### src/rtl/core/tpss_pkg.sv
// Shared types, codes and constants of the tiered position slew stepper.
`default_nettype none

package tpss_pkg;

  localparam int RADIUS_W   = 20;
  localparam int COUNT_W    = 12;
  localparam int NUM_TIERS  = 5;
  localparam int TIER_IDX_W = 3;
  localparam int STEP_W     = 4;
  localparam int CFG_IDX_W  = 3;

  typedef logic [RADIUS_W-1:0] radius_t;
  typedef logic [COUNT_W-1:0]  count_t;
  typedef logic [STEP_W-1:0]   step_t;

  typedef struct packed {
    radius_t [NUM_TIERS-1:0] tier;
    radius_t                 arrive;
  } radii_t;

  typedef enum logic [1:0] {
    KIND_NONE    = 2'd0,
    KIND_COLLIDE = 2'd1,
    KIND_FREE    = 2'd2,
    KIND_SNAP    = 2'd3
  } write_kind_t;

  localparam logic OP_SET_TARGET = 1'b0;
  localparam logic OP_TICK       = 1'b1;

  localparam logic [CFG_IDX_W-1:0] CFG_TIER1   = 3'd0;
  localparam logic [CFG_IDX_W-1:0] CFG_TIER2   = 3'd1;
  localparam logic [CFG_IDX_W-1:0] CFG_TIER3   = 3'd2;
  localparam logic [CFG_IDX_W-1:0] CFG_TIER4   = 3'd3;
  localparam logic [CFG_IDX_W-1:0] CFG_TIER5   = 3'd4;
  localparam logic [CFG_IDX_W-1:0] CFG_ARRIVE  = 3'd5;
  localparam logic [CFG_IDX_W-1:0] CFG_TIMEOUT = 3'd6;

  localparam radius_t RST_TIER1   = 20'd140;
  localparam radius_t RST_TIER2   = 20'd200;
  localparam radius_t RST_TIER3   = 20'd400;
  localparam radius_t RST_TIER4   = 20'd600;
  localparam radius_t RST_TIER5   = 20'd800;
  localparam radius_t RST_ARRIVE  = 20'd100;
  localparam count_t  RST_TIMEOUT = 12'd3000;

  localparam count_t COUNT_MAX = 12'hFFF;

  // The first two tiers are collision-aware moves, the rest are free moves.
  localparam logic [TIER_IDX_W-1:0] FIRST_FREE_TIER = 3'd2;

  // Step size of each tier in half units.
  function automatic step_t tier_step(input logic [TIER_IDX_W-1:0] idx);
    step_t s;
    unique case (idx)
      3'd0:    s = 4'd1;
      3'd1:    s = 4'd2;
      3'd2:    s = 4'd4;
      3'd3:    s = 4'd6;
      3'd4:    s = 4'd8;
      default: s = 4'd0;
    endcase
    return s;
  endfunction

endpackage

`default_nettype wire

### src/rtl/core/tiered_position_slew_stepper_unit.sv
// Top level of the tiered position slew stepper: registers, control and state.
//
// Usage: an item on the in_ channel is either a set-target (stores the goal and
// arms the block) or a tick carrying the current position. Every item yields
// exactly one result item on the out_ channel with the written position, the
// kind of write and whether the block is still armed afterwards.
// An item is taken at an edge where its valid is high and stall is low.
// A taken item waits in the input register and moves on into the result register,
// raising out_valid, when that register is empty or out_stall is low. One input
// register, then the tier choice, per-axis step and timeout logic feed the result
// register. Throughput is one item per cycle while out_stall is low; the goal,
// armed flag and tick counter are updated at the same edge as the result register,
// so the next item sees them. When out_stall holds a result, the item behind it
// waits in the input register and in_stall rises only once both are full.
// Configuration writes on cfg_ are always ready and should be done while idle.
// Synchronous active-low reset clears the armed flag, counter, goal and valid
// flags, and loads the radii and timeout limit with their defaults.
`default_nettype none

module tiered_position_slew_stepper_unit
  import tpss_pkg::*;
#(
  parameter int COORD_BITS = 26
) (
  input  wire logic                         clk,
  input  wire logic                         rst_n,

  input  wire logic                         in_valid,
  output logic                              in_stall,
  input  wire logic                         in_operation,
  input  wire logic signed [COORD_BITS-1:0] in_target_x,
  input  wire logic signed [COORD_BITS-1:0] in_target_y,
  input  wire logic signed [COORD_BITS-1:0] in_target_z,
  input  wire logic signed [COORD_BITS-1:0] in_now_x,
  input  wire logic signed [COORD_BITS-1:0] in_now_y,
  input  wire logic signed [COORD_BITS-1:0] in_now_z,

  output logic                              out_valid,
  input  wire logic                         out_stall,
  output logic signed [COORD_BITS-1:0]      out_pos_x,
  output logic signed [COORD_BITS-1:0]      out_pos_y,
  output logic signed [COORD_BITS-1:0]      out_pos_z,
  output logic [1:0]                        out_write_kind,
  output logic                              out_active_after,

  input  wire logic                         cfg_valid,
  output logic                              cfg_ready,
  input  wire logic [CFG_IDX_W-1:0]         cfg_index,
  input  wire logic [RADIUS_W-1:0]          cfg_data
);

  // Configuration.
  radii_t radii_r;
  count_t timeout_r;

  // Input register.
  logic                         in_vld_r;
  logic                         op_r;
  logic signed [COORD_BITS-1:0] tgt_r [3];
  logic signed [COORD_BITS-1:0] now_r [3];

  // Block state.
  logic                         active_r, active_nxt;
  logic signed [COORD_BITS-1:0] goal_r [3];
  count_t                       count_r, count_nxt;

  // Result register.
  logic                         out_vld_r;
  logic signed [COORD_BITS-1:0] pos_r [3];
  logic signed [COORD_BITS-1:0] pos_nxt [3];
  write_kind_t                  kind_r, kind_nxt;
  logic                         act_out_r;

  logic                         advance;
  logic                         in_accept;

  logic [NUM_TIERS-1:0]         hit_ax [3];
  logic [NUM_TIERS-1:0]         tier_hit;
  logic signed [COORD_BITS-1:0] moved [3];
  logic [2:0]                   arrive_ax;
  logic                         any_tier;
  logic [TIER_IDX_W-1:0]        tier_idx;
  step_t                        step;
  count_t                       count_base;
  count_t                       count_inc;

  assign advance   = in_vld_r && (!out_vld_r || !out_stall);
  assign in_stall  = in_vld_r && !advance;
  assign in_accept = in_valid && !in_stall;
  assign cfg_ready = 1'b1;

  always_ff @(posedge clk) begin
    if (!rst_n) begin
      radii_r.tier[0] <= RST_TIER1;
      radii_r.tier[1] <= RST_TIER2;
      radii_r.tier[2] <= RST_TIER3;
      radii_r.tier[3] <= RST_TIER4;
      radii_r.tier[4] <= RST_TIER5;
      radii_r.arrive  <= RST_ARRIVE;
      timeout_r       <= RST_TIMEOUT;
    end else if (cfg_valid && cfg_ready) begin
      unique case (cfg_index)
        CFG_TIER1:   radii_r.tier[0] <= cfg_data;
        CFG_TIER2:   radii_r.tier[1] <= cfg_data;
        CFG_TIER3:   radii_r.tier[2] <= cfg_data;
        CFG_TIER4:   radii_r.tier[3] <= cfg_data;
        CFG_TIER5:   radii_r.tier[4] <= cfg_data;
        CFG_ARRIVE:  radii_r.arrive  <= cfg_data;
        CFG_TIMEOUT: timeout_r       <= cfg_data[COUNT_W-1:0];
        default: ;
      endcase
    end
  end

  always_ff @(posedge clk) begin
    if (!rst_n) begin
      in_vld_r <= 1'b0;
    end else if (in_accept) begin
      in_vld_r <= 1'b1;
    end else if (advance) begin
      in_vld_r <= 1'b0;
    end
  end

  always_ff @(posedge clk) begin
    if (in_accept) begin
      op_r     <= in_operation;
      tgt_r[0] <= in_target_x;
      tgt_r[1] <= in_target_y;
      tgt_r[2] <= in_target_z;
      now_r[0] <= in_now_x;
      now_r[1] <= in_now_y;
      now_r[2] <= in_now_z;
    end
  end

  // Tier choice is shared by all axes, so the step is picked before the move.
  always_comb begin
    tier_hit = hit_ax[0] & hit_ax[1] & hit_ax[2];
    any_tier = |tier_hit;
    tier_idx = '0;
    for (int t = NUM_TIERS - 1; t >= 0; t--) begin
      if (tier_hit[t]) begin
        tier_idx = TIER_IDX_W'(t);
      end
    end
    step = tier_step(tier_idx);
  end

  genvar a;
  generate
    for (a = 0; a < 3; a++) begin : g_axis
      tpss_axis #(
        .COORD_BITS (COORD_BITS)
      ) u_axis (
        .now        (now_r[a]),
        .goal       (goal_r[a]),
        .radii      (radii_r),
        .step       (step),
        .tier_hit   (hit_ax[a]),
        .moved      (moved[a]),
        .arrive_hit (arrive_ax[a])
      );
    end
  endgenerate

  always_comb begin
    active_nxt = active_r;
    count_nxt  = count_r;
    kind_nxt   = KIND_NONE;
    count_base = count_r;
    count_inc  = count_r;
    for (int i = 0; i < 3; i++) begin
      pos_nxt[i] = '0;
    end
    if (op_r == OP_SET_TARGET) begin
      active_nxt = 1'b1;
    end else if (active_r && any_tier) begin
      kind_nxt = (tier_idx < FIRST_FREE_TIER) ? KIND_COLLIDE : KIND_FREE;
      for (int i = 0; i < 3; i++) begin
        pos_nxt[i] = moved[i];
      end
      // Arrival clears the counter first; the tick is still counted after.
      if (&arrive_ax) begin
        active_nxt = 1'b0;
        count_base = '0;
      end
      count_inc = (count_base != COUNT_MAX) ? count_base + 1'b1 : count_base;
      count_nxt = count_inc;
      if (count_inc > timeout_r) begin
        for (int i = 0; i < 3; i++) begin
          pos_nxt[i] = goal_r[i];
        end
        kind_nxt   = KIND_SNAP;
        count_nxt  = '0;
        active_nxt = 1'b0;
      end
    end
  end

  always_ff @(posedge clk) begin
    if (!rst_n) begin
      active_r <= 1'b0;
      count_r  <= '0;
      for (int i = 0; i < 3; i++) begin
        goal_r[i] <= '0;
      end
    end else if (advance) begin
      active_r <= active_nxt;
      count_r  <= count_nxt;
      if (op_r == OP_SET_TARGET) begin
        for (int i = 0; i < 3; i++) begin
          goal_r[i] <= tgt_r[i];
        end
      end
    end
  end

  always_ff @(posedge clk) begin
    if (!rst_n) begin
      out_vld_r <= 1'b0;
    end else if (advance) begin
      out_vld_r <= 1'b1;
    end else if (!out_stall) begin
      out_vld_r <= 1'b0;
    end
  end

  always_ff @(posedge clk) begin
    if (advance) begin
      for (int i = 0; i < 3; i++) begin
        pos_r[i] <= pos_nxt[i];
      end
      kind_r    <= kind_nxt;
      act_out_r <= active_nxt;
    end
  end

  assign out_valid        = out_vld_r;
  assign out_pos_x        = pos_r[0];
  assign out_pos_y        = pos_r[1];
  assign out_pos_z        = pos_r[2];
  assign out_write_kind   = kind_r;
  assign out_active_after = act_out_r;

`ifndef ASSERT_OFF
  a_snap_disarms: assert property (@(posedge clk) disable iff (!rst_n)
    out_valid && (out_write_kind == KIND_SNAP) |-> !out_active_after)
    else $error("snap result left the block armed");

  a_snap_clears_count: assert property (@(posedge clk) disable iff (!rst_n)
    advance && (kind_nxt == KIND_SNAP) |=> (count_r == '0) && !active_r)
    else $error("snap did not clear the tick counter");

  a_set_arms: assert property (@(posedge clk) disable iff (!rst_n)
    advance && (op_r == OP_SET_TARGET) |=> active_r && out_active_after)
    else $error("set-target item did not arm the block");

  a_no_write_zero: assert property (@(posedge clk) disable iff (!rst_n)
    out_valid && (out_write_kind == KIND_NONE) |->
      (out_pos_x == '0) && (out_pos_y == '0) && (out_pos_z == '0))
    else $error("result without a write carries a position");

  a_no_stall_when_empty: assert property (@(posedge clk) disable iff (!rst_n)
    !out_vld_r |-> !in_stall)
    else $error("input stalled while the result register is empty");
`endif

endmodule

`default_nettype wire

### src/rtl/core/tpss_axis.sv
// One axis of the stepper: tier box checks, the step move and the arrive check.
`default_nettype none

module tpss_axis
  import tpss_pkg::*;
#(
  parameter int COORD_BITS = 26
) (
  input  wire logic signed [COORD_BITS-1:0] now,
  input  wire logic signed [COORD_BITS-1:0] goal,
  input  wire radii_t                       radii,
  input  wire step_t                        step,
  output logic             [NUM_TIERS-1:0]  tier_hit,
  output logic signed [COORD_BITS-1:0]      moved,
  output logic                              arrive_hit
);

  localparam int DW = (COORD_BITS + 2 > RADIUS_W + 2) ? COORD_BITS + 2 : RADIUS_W + 2;
  localparam int PW = COORD_BITS + 2;

  localparam logic signed [PW-1:0] COORD_MIN = {{3{1'b1}}, {(COORD_BITS-1){1'b0}}};

  logic signed [DW-1:0] diff;
  logic signed [DW-1:0] diff_moved;
  logic signed [PW-1:0] now_e;
  logic signed [PW-1:0] goal_e;
  logic signed [PW-1:0] step_e;
  logic signed [PW-1:0] up;
  logic signed [PW-1:0] down;
  logic signed [PW-1:0] moved_e;

  function automatic logic in_radius(input logic signed [DW-1:0] d, input radius_t r);
    logic signed [DW-1:0] re;
    re = $signed({{(DW-RADIUS_W){1'b0}}, r});
    return (d < re) && (d > -re);
  endfunction

  assign diff = $signed({{(DW-COORD_BITS){goal[COORD_BITS-1]}}, goal})
              - $signed({{(DW-COORD_BITS){now[COORD_BITS-1]}}, now});

  always_comb begin
    for (int t = 0; t < NUM_TIERS; t++) begin
      tier_hit[t] = in_radius(diff, radii.tier[t]);
    end
  end

  assign now_e  = $signed({{2{now[COORD_BITS-1]}}, now});
  assign goal_e = $signed({{2{goal[COORD_BITS-1]}}, goal});
  assign step_e = $signed({{(PW-STEP_W){1'b0}}, step});
  assign up     = now_e + step_e;
  assign down   = now_e - step_e;

  // Moving up cancels a step that would pass the goal; moving down may
  // overshoot and only saturates at the coordinate minimum.
  always_comb begin
    priority if (goal_e > now_e) begin
      moved_e = (goal_e < up) ? now_e : up;
    end else if (goal_e < now_e) begin
      moved_e = (down < COORD_MIN) ? COORD_MIN : down;
    end else begin
      moved_e = now_e;
    end
  end

  assign moved = moved_e[COORD_BITS-1:0];

  assign diff_moved = $signed({{(DW-COORD_BITS){goal[COORD_BITS-1]}}, goal})
                    - $signed({{(DW-COORD_BITS){moved[COORD_BITS-1]}}, moved});
  assign arrive_hit = in_radius(diff_moved, radii.arrive);

endmodule

`default_nettype wire

### config.mk
export PLATFORM = sky130hd
export DESIGN_NAME = tiered_position_slew_stepper_unit
export DESIGN_NICKNAME = d
export VERILOG_FILES = /design/src/rtl/core/tpss_pkg.sv /design/src/rtl/core/tiered_position_slew_stepper_unit.sv /design/src/rtl/core/tpss_axis.sv
export SDC_FILE = /design/constraint.sdc
export NUM_CORES = 2
export LEC_CHECK = 0
export BUFFER_PORTS_ARGS = -buffer_cell sky130_fd_sc_hd__buf_2
export CAP_MARGIN = 10
export CORE_AREA = 4 4 391 393
export CTS_BUF_LIST = sky130_fd_sc_hd__clkbuf_4
export DETAILED_ROUTE_END_ITERATION = 10
export DIE_AREA = 0 0 395 397
export PLACE_DENSITY_LB_ADDON = 0.2
export REMOVE_ABC_BUFFERS = 1
export SYNTH_ARGS = -nofsm -noshare
export SYNTH_HDL_FRONTEND = slang
export SYNTH_SLANG_ARGS = --single-unit
### constraint.sdc
create_clock -name clk -period 18.3 [get_ports clk]
set_input_delay 2.745 -clock clk [delete_from_list [all_inputs] [get_ports clk]]
set_output_delay 2.745 -clock clk [all_outputs]
set_load 0.02 [all_outputs]
Word-level counts from Yosys, hierarchy flattened
Memory sizes are Yosys's and may differ from the RTL's.
Index checks and enable logic that the tools add are counted.
{"block": "word_totals", "ff_bits": 151, "latchBits": 0, "mem_bits_rw": 312, "rom_bits": 0, "inputBits": 185, "wordCells": 193, "memories": 4}
{"name": "goal_r", "depth": 3, "word_bits": 26, "read_ports": 3, "rd_ports_with_merged_regs": 0, "wr": 3, "line_no": "tiered_position_slew_stepper_unit.sv:64", "text": "logic signed [COORD_BITS-1:0] goal_r [3];"}
{"name": "now_r", "depth": 3, "word_bits": 26, "read_ports": 3, "rd_ports_with_merged_regs": 0, "wr": 3, "line_no": "tiered_position_slew_stepper_unit.sv:60", "text": "logic signed [COORD_BITS-1:0] now_r [3];"}
{"name": "pos_r", "depth": 3, "word_bits": 26, "read_ports": 3, "rd_ports_with_merged_regs": 0, "wr": 3, "line_no": "tiered_position_slew_stepper_unit.sv:69", "text": "logic signed [COORD_BITS-1:0] pos_r [3];"}
{"name": "tgt_r", "depth": 3, "word_bits": 26, "read_ports": 3, "rd_ports_with_merged_regs": 0, "wr": 3, "line_no": "tiered_position_slew_stepper_unit.sv:59", "text": "logic signed [COORD_BITS-1:0] tgt_r [3];"}
{"block": "classes", "add_sub_neg": 19, "mul": 0, "n_div": 0, "order_cmp": 50, "n_eq_ne": 12, "shifts": 0, "muxes": 48, "bitwise_logic": 5, "n_reduce_logical": 41}
{"operator": "> comparator 28 bit", "count": 18}
{"operator": "< comparator 28 x 21 -> 1 bit", "count": 18}
{"operator": "2-to-1 mux 26 bit", "count": 15}
{"operator": "2-to-1 mux 78 bit", "count": 3}
{"operator": "negator 20 -> 28 bit", "count": 6}
{"operator": "subtractor 26 x 26 -> 27 bit", "count": 6}
{"operator": "adder 26 x 5 -> 27 bit", "count": 3}
{"operator": "< comparator 26 x 27 -> 1 bit", "count": 3}
{"operator": "< comparator 27 x 26 -> 1 bit (second input constant)", "count": 3}
{"operator": "subtractor 26 x 5 -> 27 bit", "count": 3}
{"operator": "> comparator 26 bit", "count": 3}
{"operator": "< comparator 26 bit", "count": 3}
{"operator": "2-to-1 mux 12 bit", "count": 5}
{"operator": "logical AND 1 bit", "count": 22}
{"operator": "one-hot mux 4 bit (5 select lines)", "count": 1}
{"operator": "2-to-1 mux 1 bit", "count": 17}
{"operator": "AND reduction 2 bit", "count": 8}
{"operator": "2-to-1 mux 3 bit", "count": 5}
{"operator": "adder 12 x 1 -> 12 bit (second input constant)", "count": 1}
{"operator": "== test 3 x 2 -> 1 bit (second input constant)", "count": 4}
{"operator": "== test 3 bit (second input constant)", "count": 4}
{"operator": "> comparator 12 bit", "count": 1}
{"operator": "!= test 12 bit (second input constant)", "count": 1}
{"operator": "AND 5 bit", "count": 2}
{"operator": "11 further kinds", "count": 20}

Depth between registers and ports, before layout
An unclocked memory read counts as a cell.
{"block": "depth", "depth_word": 31, "ltp_mapped": 96}

By module
A second synthesis with hierarchy kept.
{"block": "hier_totals", "cells_unflattened": 7482, "hier_area_um2": 60659.4}
{"module": "tpss_axis at g_axis[0].u_axis ...", "instances": 2, "cells_per_inst": 2012, "area_each_um2": 14421.3, "seq_area_each_um2": 0.0}
{"module": "tiered_position_slew_stepper_unit", "instances": 1, "cells_per_inst": 1439, "area_each_um2": 17297.8, "seq_area_each_um2": 12431.9}
{"module": "tpss_axis at g_axis[1].u_axis", "instances": 1, "cells_per_inst": 2019, "area_each_um2": 14518.9, "seq_area_each_um2": 0.0}

Worst setup path before layout
Ideal clock, no wire load.
{"block": "synth_path", "path_type": "register to register", "from": "memory now_r[1][5] (netlist: now_r[0][31])", "to": "memory pos_r[0][11] (data pin)", "setup_time_ps": 283, "arrival_ps": 17262, "slack_ps": 755, "stages_incl_launch_ff": 82, "path_cell_list": "edfxtp_1 clkbuf_1 inv_1 ha_1 and3_1 a221oi_2 a221oi_1 o311ai_1 a21oi_1 o21ai_0 a31oi_1 inv_1 ha_1 nand4_1 nor4_1 a21o_1 a31oi_1 a31o_2 (+46 left out) nor2b_1 ha_1 nand3_1 nor2_1 and3_1 nand2_1 or2_2 mux2_2 ha_1 nor2b_1 o21ai_0 nand2b_1 a21oi_1 o21ai_0 o22ai_1 clkbuf_1 clkbuf_1 a211oi_2"}
{"item": "start: declaration", "line_no": "tiered_position_slew_stepper_unit.sv:60"}
{"item": "end: declaration", "line_no": "tiered_position_slew_stepper_unit.sv:69"}

==> out/metrics.yaml <==
status: "finished clean"
synth_seq_cells: 463
hp-class: "reg2reg"
worstHoldStart: "radii_r[69]$_SDFFE_PN0P_"
vias: 54902
synth.distinct_cells: 91
rows: 142
grt.overflow.total: 0
async_flop_share: 0
io_pins: 269
hpwl_microns: 199000
first_iter_violations: 4212
cts_buffers: 145
fin_crit_ns: 17.63
maxCapViolCount: 0
period_share: 0.963
p_int_uw: 2840
cp_data_required_time_ns: 19.30
setup_viol: 0
p_leak_uw: 0.0309
dr.pass1.iters: 7
cp_max_fo: 15
fin_nets: 8799
wl_per_cell_microns: 25.2
startpoint_type: "flip-flop"
syn_area_per_cell_sq_um: 8.59
slowest_delay_ns: 0.57
htree_levels: 4
core_region_area_sq_mm: 0.149
yosysTopAreaCell: "ha_1"
post-route-cell-area_sq_mm: 0.0677
r2r_cells: 93
gp_congestion: 1.00
grt_pass1_wl_microns: 349000
drc: 0
synth_top_area_share: 0.263
instances_no_fill: 9595
dp.cells: 9296
die_area_sq_mm: 0.157
die_h_microns: 397
drtAntennaViolNets: 0
critPathCaptureType: "flip-flop"
timing.fmax_mhz: 56.7
synth_edf_count: 316
grt_max_degree: 78
path_class: "reg2reg"
netSwitchingFraction: 0.427
startpoint: "goal_r[0][4]$_SDFFCE_PN0P_"
place_area_sq_mm: 0.0643
grt_pass1_vias: 53881
grt_usage: 0.297
finClkSkew_ns: 0.0949
pwr-share-clk: 0.216
p_sw_uw: 2120
tritoncts: "done"
cp_slowest_cell: "or4_4"
area_growth_syn_to_layout_pct: 26.4
clk_pin_slew_ns: 0.07
synth-seq-area-share: 0.232
initial_core_util: 0.359
critPathMostFrequentCell: "buf_4"
combPwrFrac: 0.539
slew_viol_final: 0
irDropWorstVdd_v: 0.0000527
cellPowerDensity_mw_per_mm2: 73.3
pwr-share-seq: 0.245
synth_area_leaders: "ha_1, edfxtp_1, dfxtp_1"
cts_buffer_depth: 3
portBuffers: 267
cp.arrival_ns: 18.62
maxSlewHeadroom: 0.263
dieWidth_microns: 395
timing.rr.start: "goal_r[0][4]$_SDFFCE_PN0P_"
finalHoldViolCount: 0
syn_inst: 6235
cts_root_buffer: "clkbuf_4"
cts.sinks: 463
rsz0062_at_grt: "yes"
synth_flop_cell: "edfxtp_1"
tightest_slew_ns: 1.11
drive_gt1_frac: 0.239
clk_latency_ns: 1.23
fin_hold_ws_ns: 0.464
antenna_found_initial: 10
synth_warnings: 0
min_delay_path_depth: 2
routed_via_density: 5.72
wl_microns: 241000
synth_area_sq_mm: 0.0536
## worst max-delay path, delay by kind of cell, from the launching register on
family          cells  cell delay, ns
mux                 2            0.60
simple gates       32            5.05
xor+xnor            3            0.48
buf+inv            16            2.72
fa+ha+maj           9            2.58
flops               1            0.55
compound gates     31            5.37
## cell usage in the layout (no fill, tap or decap), types with 26 or more instances in the layout
master    netlist  final
ha_1         1126   1108
buf_4           2    972
nand2_1       557    554
a21oi_1       462    441
nor2_1        407    394
edfxtp_1      316    316
inv_1         313    298
o21ai_0       320    296
buf_2           6    266
xnor2_1       258    238
a21o_1        236    236
clkbuf_4        0    202
nand4_1       179    179
nand3_1       177    170
nor3_1        168    154
dfxtp_1       147    147
a21boi_0      119    118
nor2b_1       119    117
and3_1        119    116
o21a_1        103    102
o211ai_1       78     78
nor4_1         82     71
nand2b_1       63     62
a211oi_2       51     56
xor2_1         58     50
a211oi_1       50     45
a31oi_1        47     37
and4_1         34     33
o31ai_1        33     31
or3_1          30     28
a211o_1        26     26
## synth_stat cells, drive strengths merged (12+ instances only)
cell type and n:
o21bai 26, dfxtp 147, a21o 236, or3 30
nor2b 119, a211o 26, o21a 103, inv 313
and3 119, xnor2 258, o31ai 33, o21ai 329
o2111ai 20, nor2 407, a221oi 18, nor4 83
o22ai 25, clkbuf 167, and4 34, ha 1126
a21boi 120, fa 12, a2111oi 19, nand2 557
a211oi 101, or4 12, nand4 179, o211ai 78
edfxtp 316, xor2 58, nor3 169, nand2b 63
nand3 179, and2 23, a31oi 48, buf 15
a21oi 462, or2 21
## power groups by stage
stage                     clock network (uW)  registers [uW]  logic (uW)
final                                   1070            1220        2670
after global routing                    1170            1220        2910
after CTS                               1120            1210        2570
after detailed placement                   0            1240        2550
after global placement                     0            1240        2510
after floorplan                            0            1230        1320
## worst paths after layout
check                               end  slack [ns]
max          pos_r[0][43]$_SDFFCE_PN0P_        0.67
min            radii_r[69]$_SDFFE_PN0P_        0.46
max reg2reg  pos_r[0][43]$_SDFFCE_PN0P_        0.67
min reg2reg    radii_r[69]$_SDFFE_PN0P_        0.46
## through the flow
| step | setup TNS [ns] | worst slack [ns] | utilization | total power (uW) |
|---|---|---|---|---|
| after detailed placement | -47.40 | -0.602 | 0.430 | 3780 |
| final | 0 | 0.674 | 0.453 | 4960 |
| after global routing | -10.49 | -0.216 | 0.453 | 5300 |
| after floorplan | -237.18 | -4.16 | - | 2550 |
| after global placement | -42.80 | -0.567 | 0.430 | 3750 |
| after CTS | 0 | 0.00455 | 0.444 | 4900 |
## metal layers
metal	GRT usage	wire (microns)	vias to the layer above
met5	0	47	-
met1	0.380	104000	26456
li1	-	-	26086
met2	0.487	110000	1857
met3	0.0489	14300	495
met4	0.140	12300	8
## logic make-up after synthesis
| family | count (synthesis) | synth area share |
|---|---|---|
| and+or+nand+nor | 2030 | 0.188 |
| adders and majority gates | 1138 | 0.267 |
| buffers and inverters | 497 | 0.0361 |
| xor gates and xnor gates | 316 | 0.0517 |
| muxes | 20 | 0.00399 |
| DFF | 463 | 0.232 |
| other | 1 | 0.0000700 |
| AOI/OAI and AO/OA | 1770 | 0.221 |
## repair_timing
item                       CTS  global route
hold buffers                 0             0
hold endpoints to repair     0             0
setup buffers                2            44
pin swaps                    0            74
cloned                       0             2
setup endpoints to repair   94            94
resized for setup           23           234
## registers in the layout, summed over array words and instances (netlist names)
register and cells:
radii_r 120, goal_r 78, now_r 78, pos_r 78, tgt_r 78, count_r 12
timeout_r 12, out_write_kind 2, active_r 1, in_vld_r 1, op_r 1, out_active_after 1
out_valid 1
## area by class of cell
| type | instances | area [sq um] |
|---|---|---|
| Antenna cell | 7 | 17.5 |
| Multi-Input combinational cell | 5275 | 40400 |
| Inverter | 315 | 1180 |
| Tap cell | 2016 | 2520 |
| Clock buffer | 202 | 1520 |
| Timing Repair Buffer | 1276 | 9330 |
| Fill cell | 14846 | 81700 |
| Sequential cell | 463 | 12400 |
| Clock inverter | 41 | 287 |
Note: power is estimated with default switching activity, not from simulation.
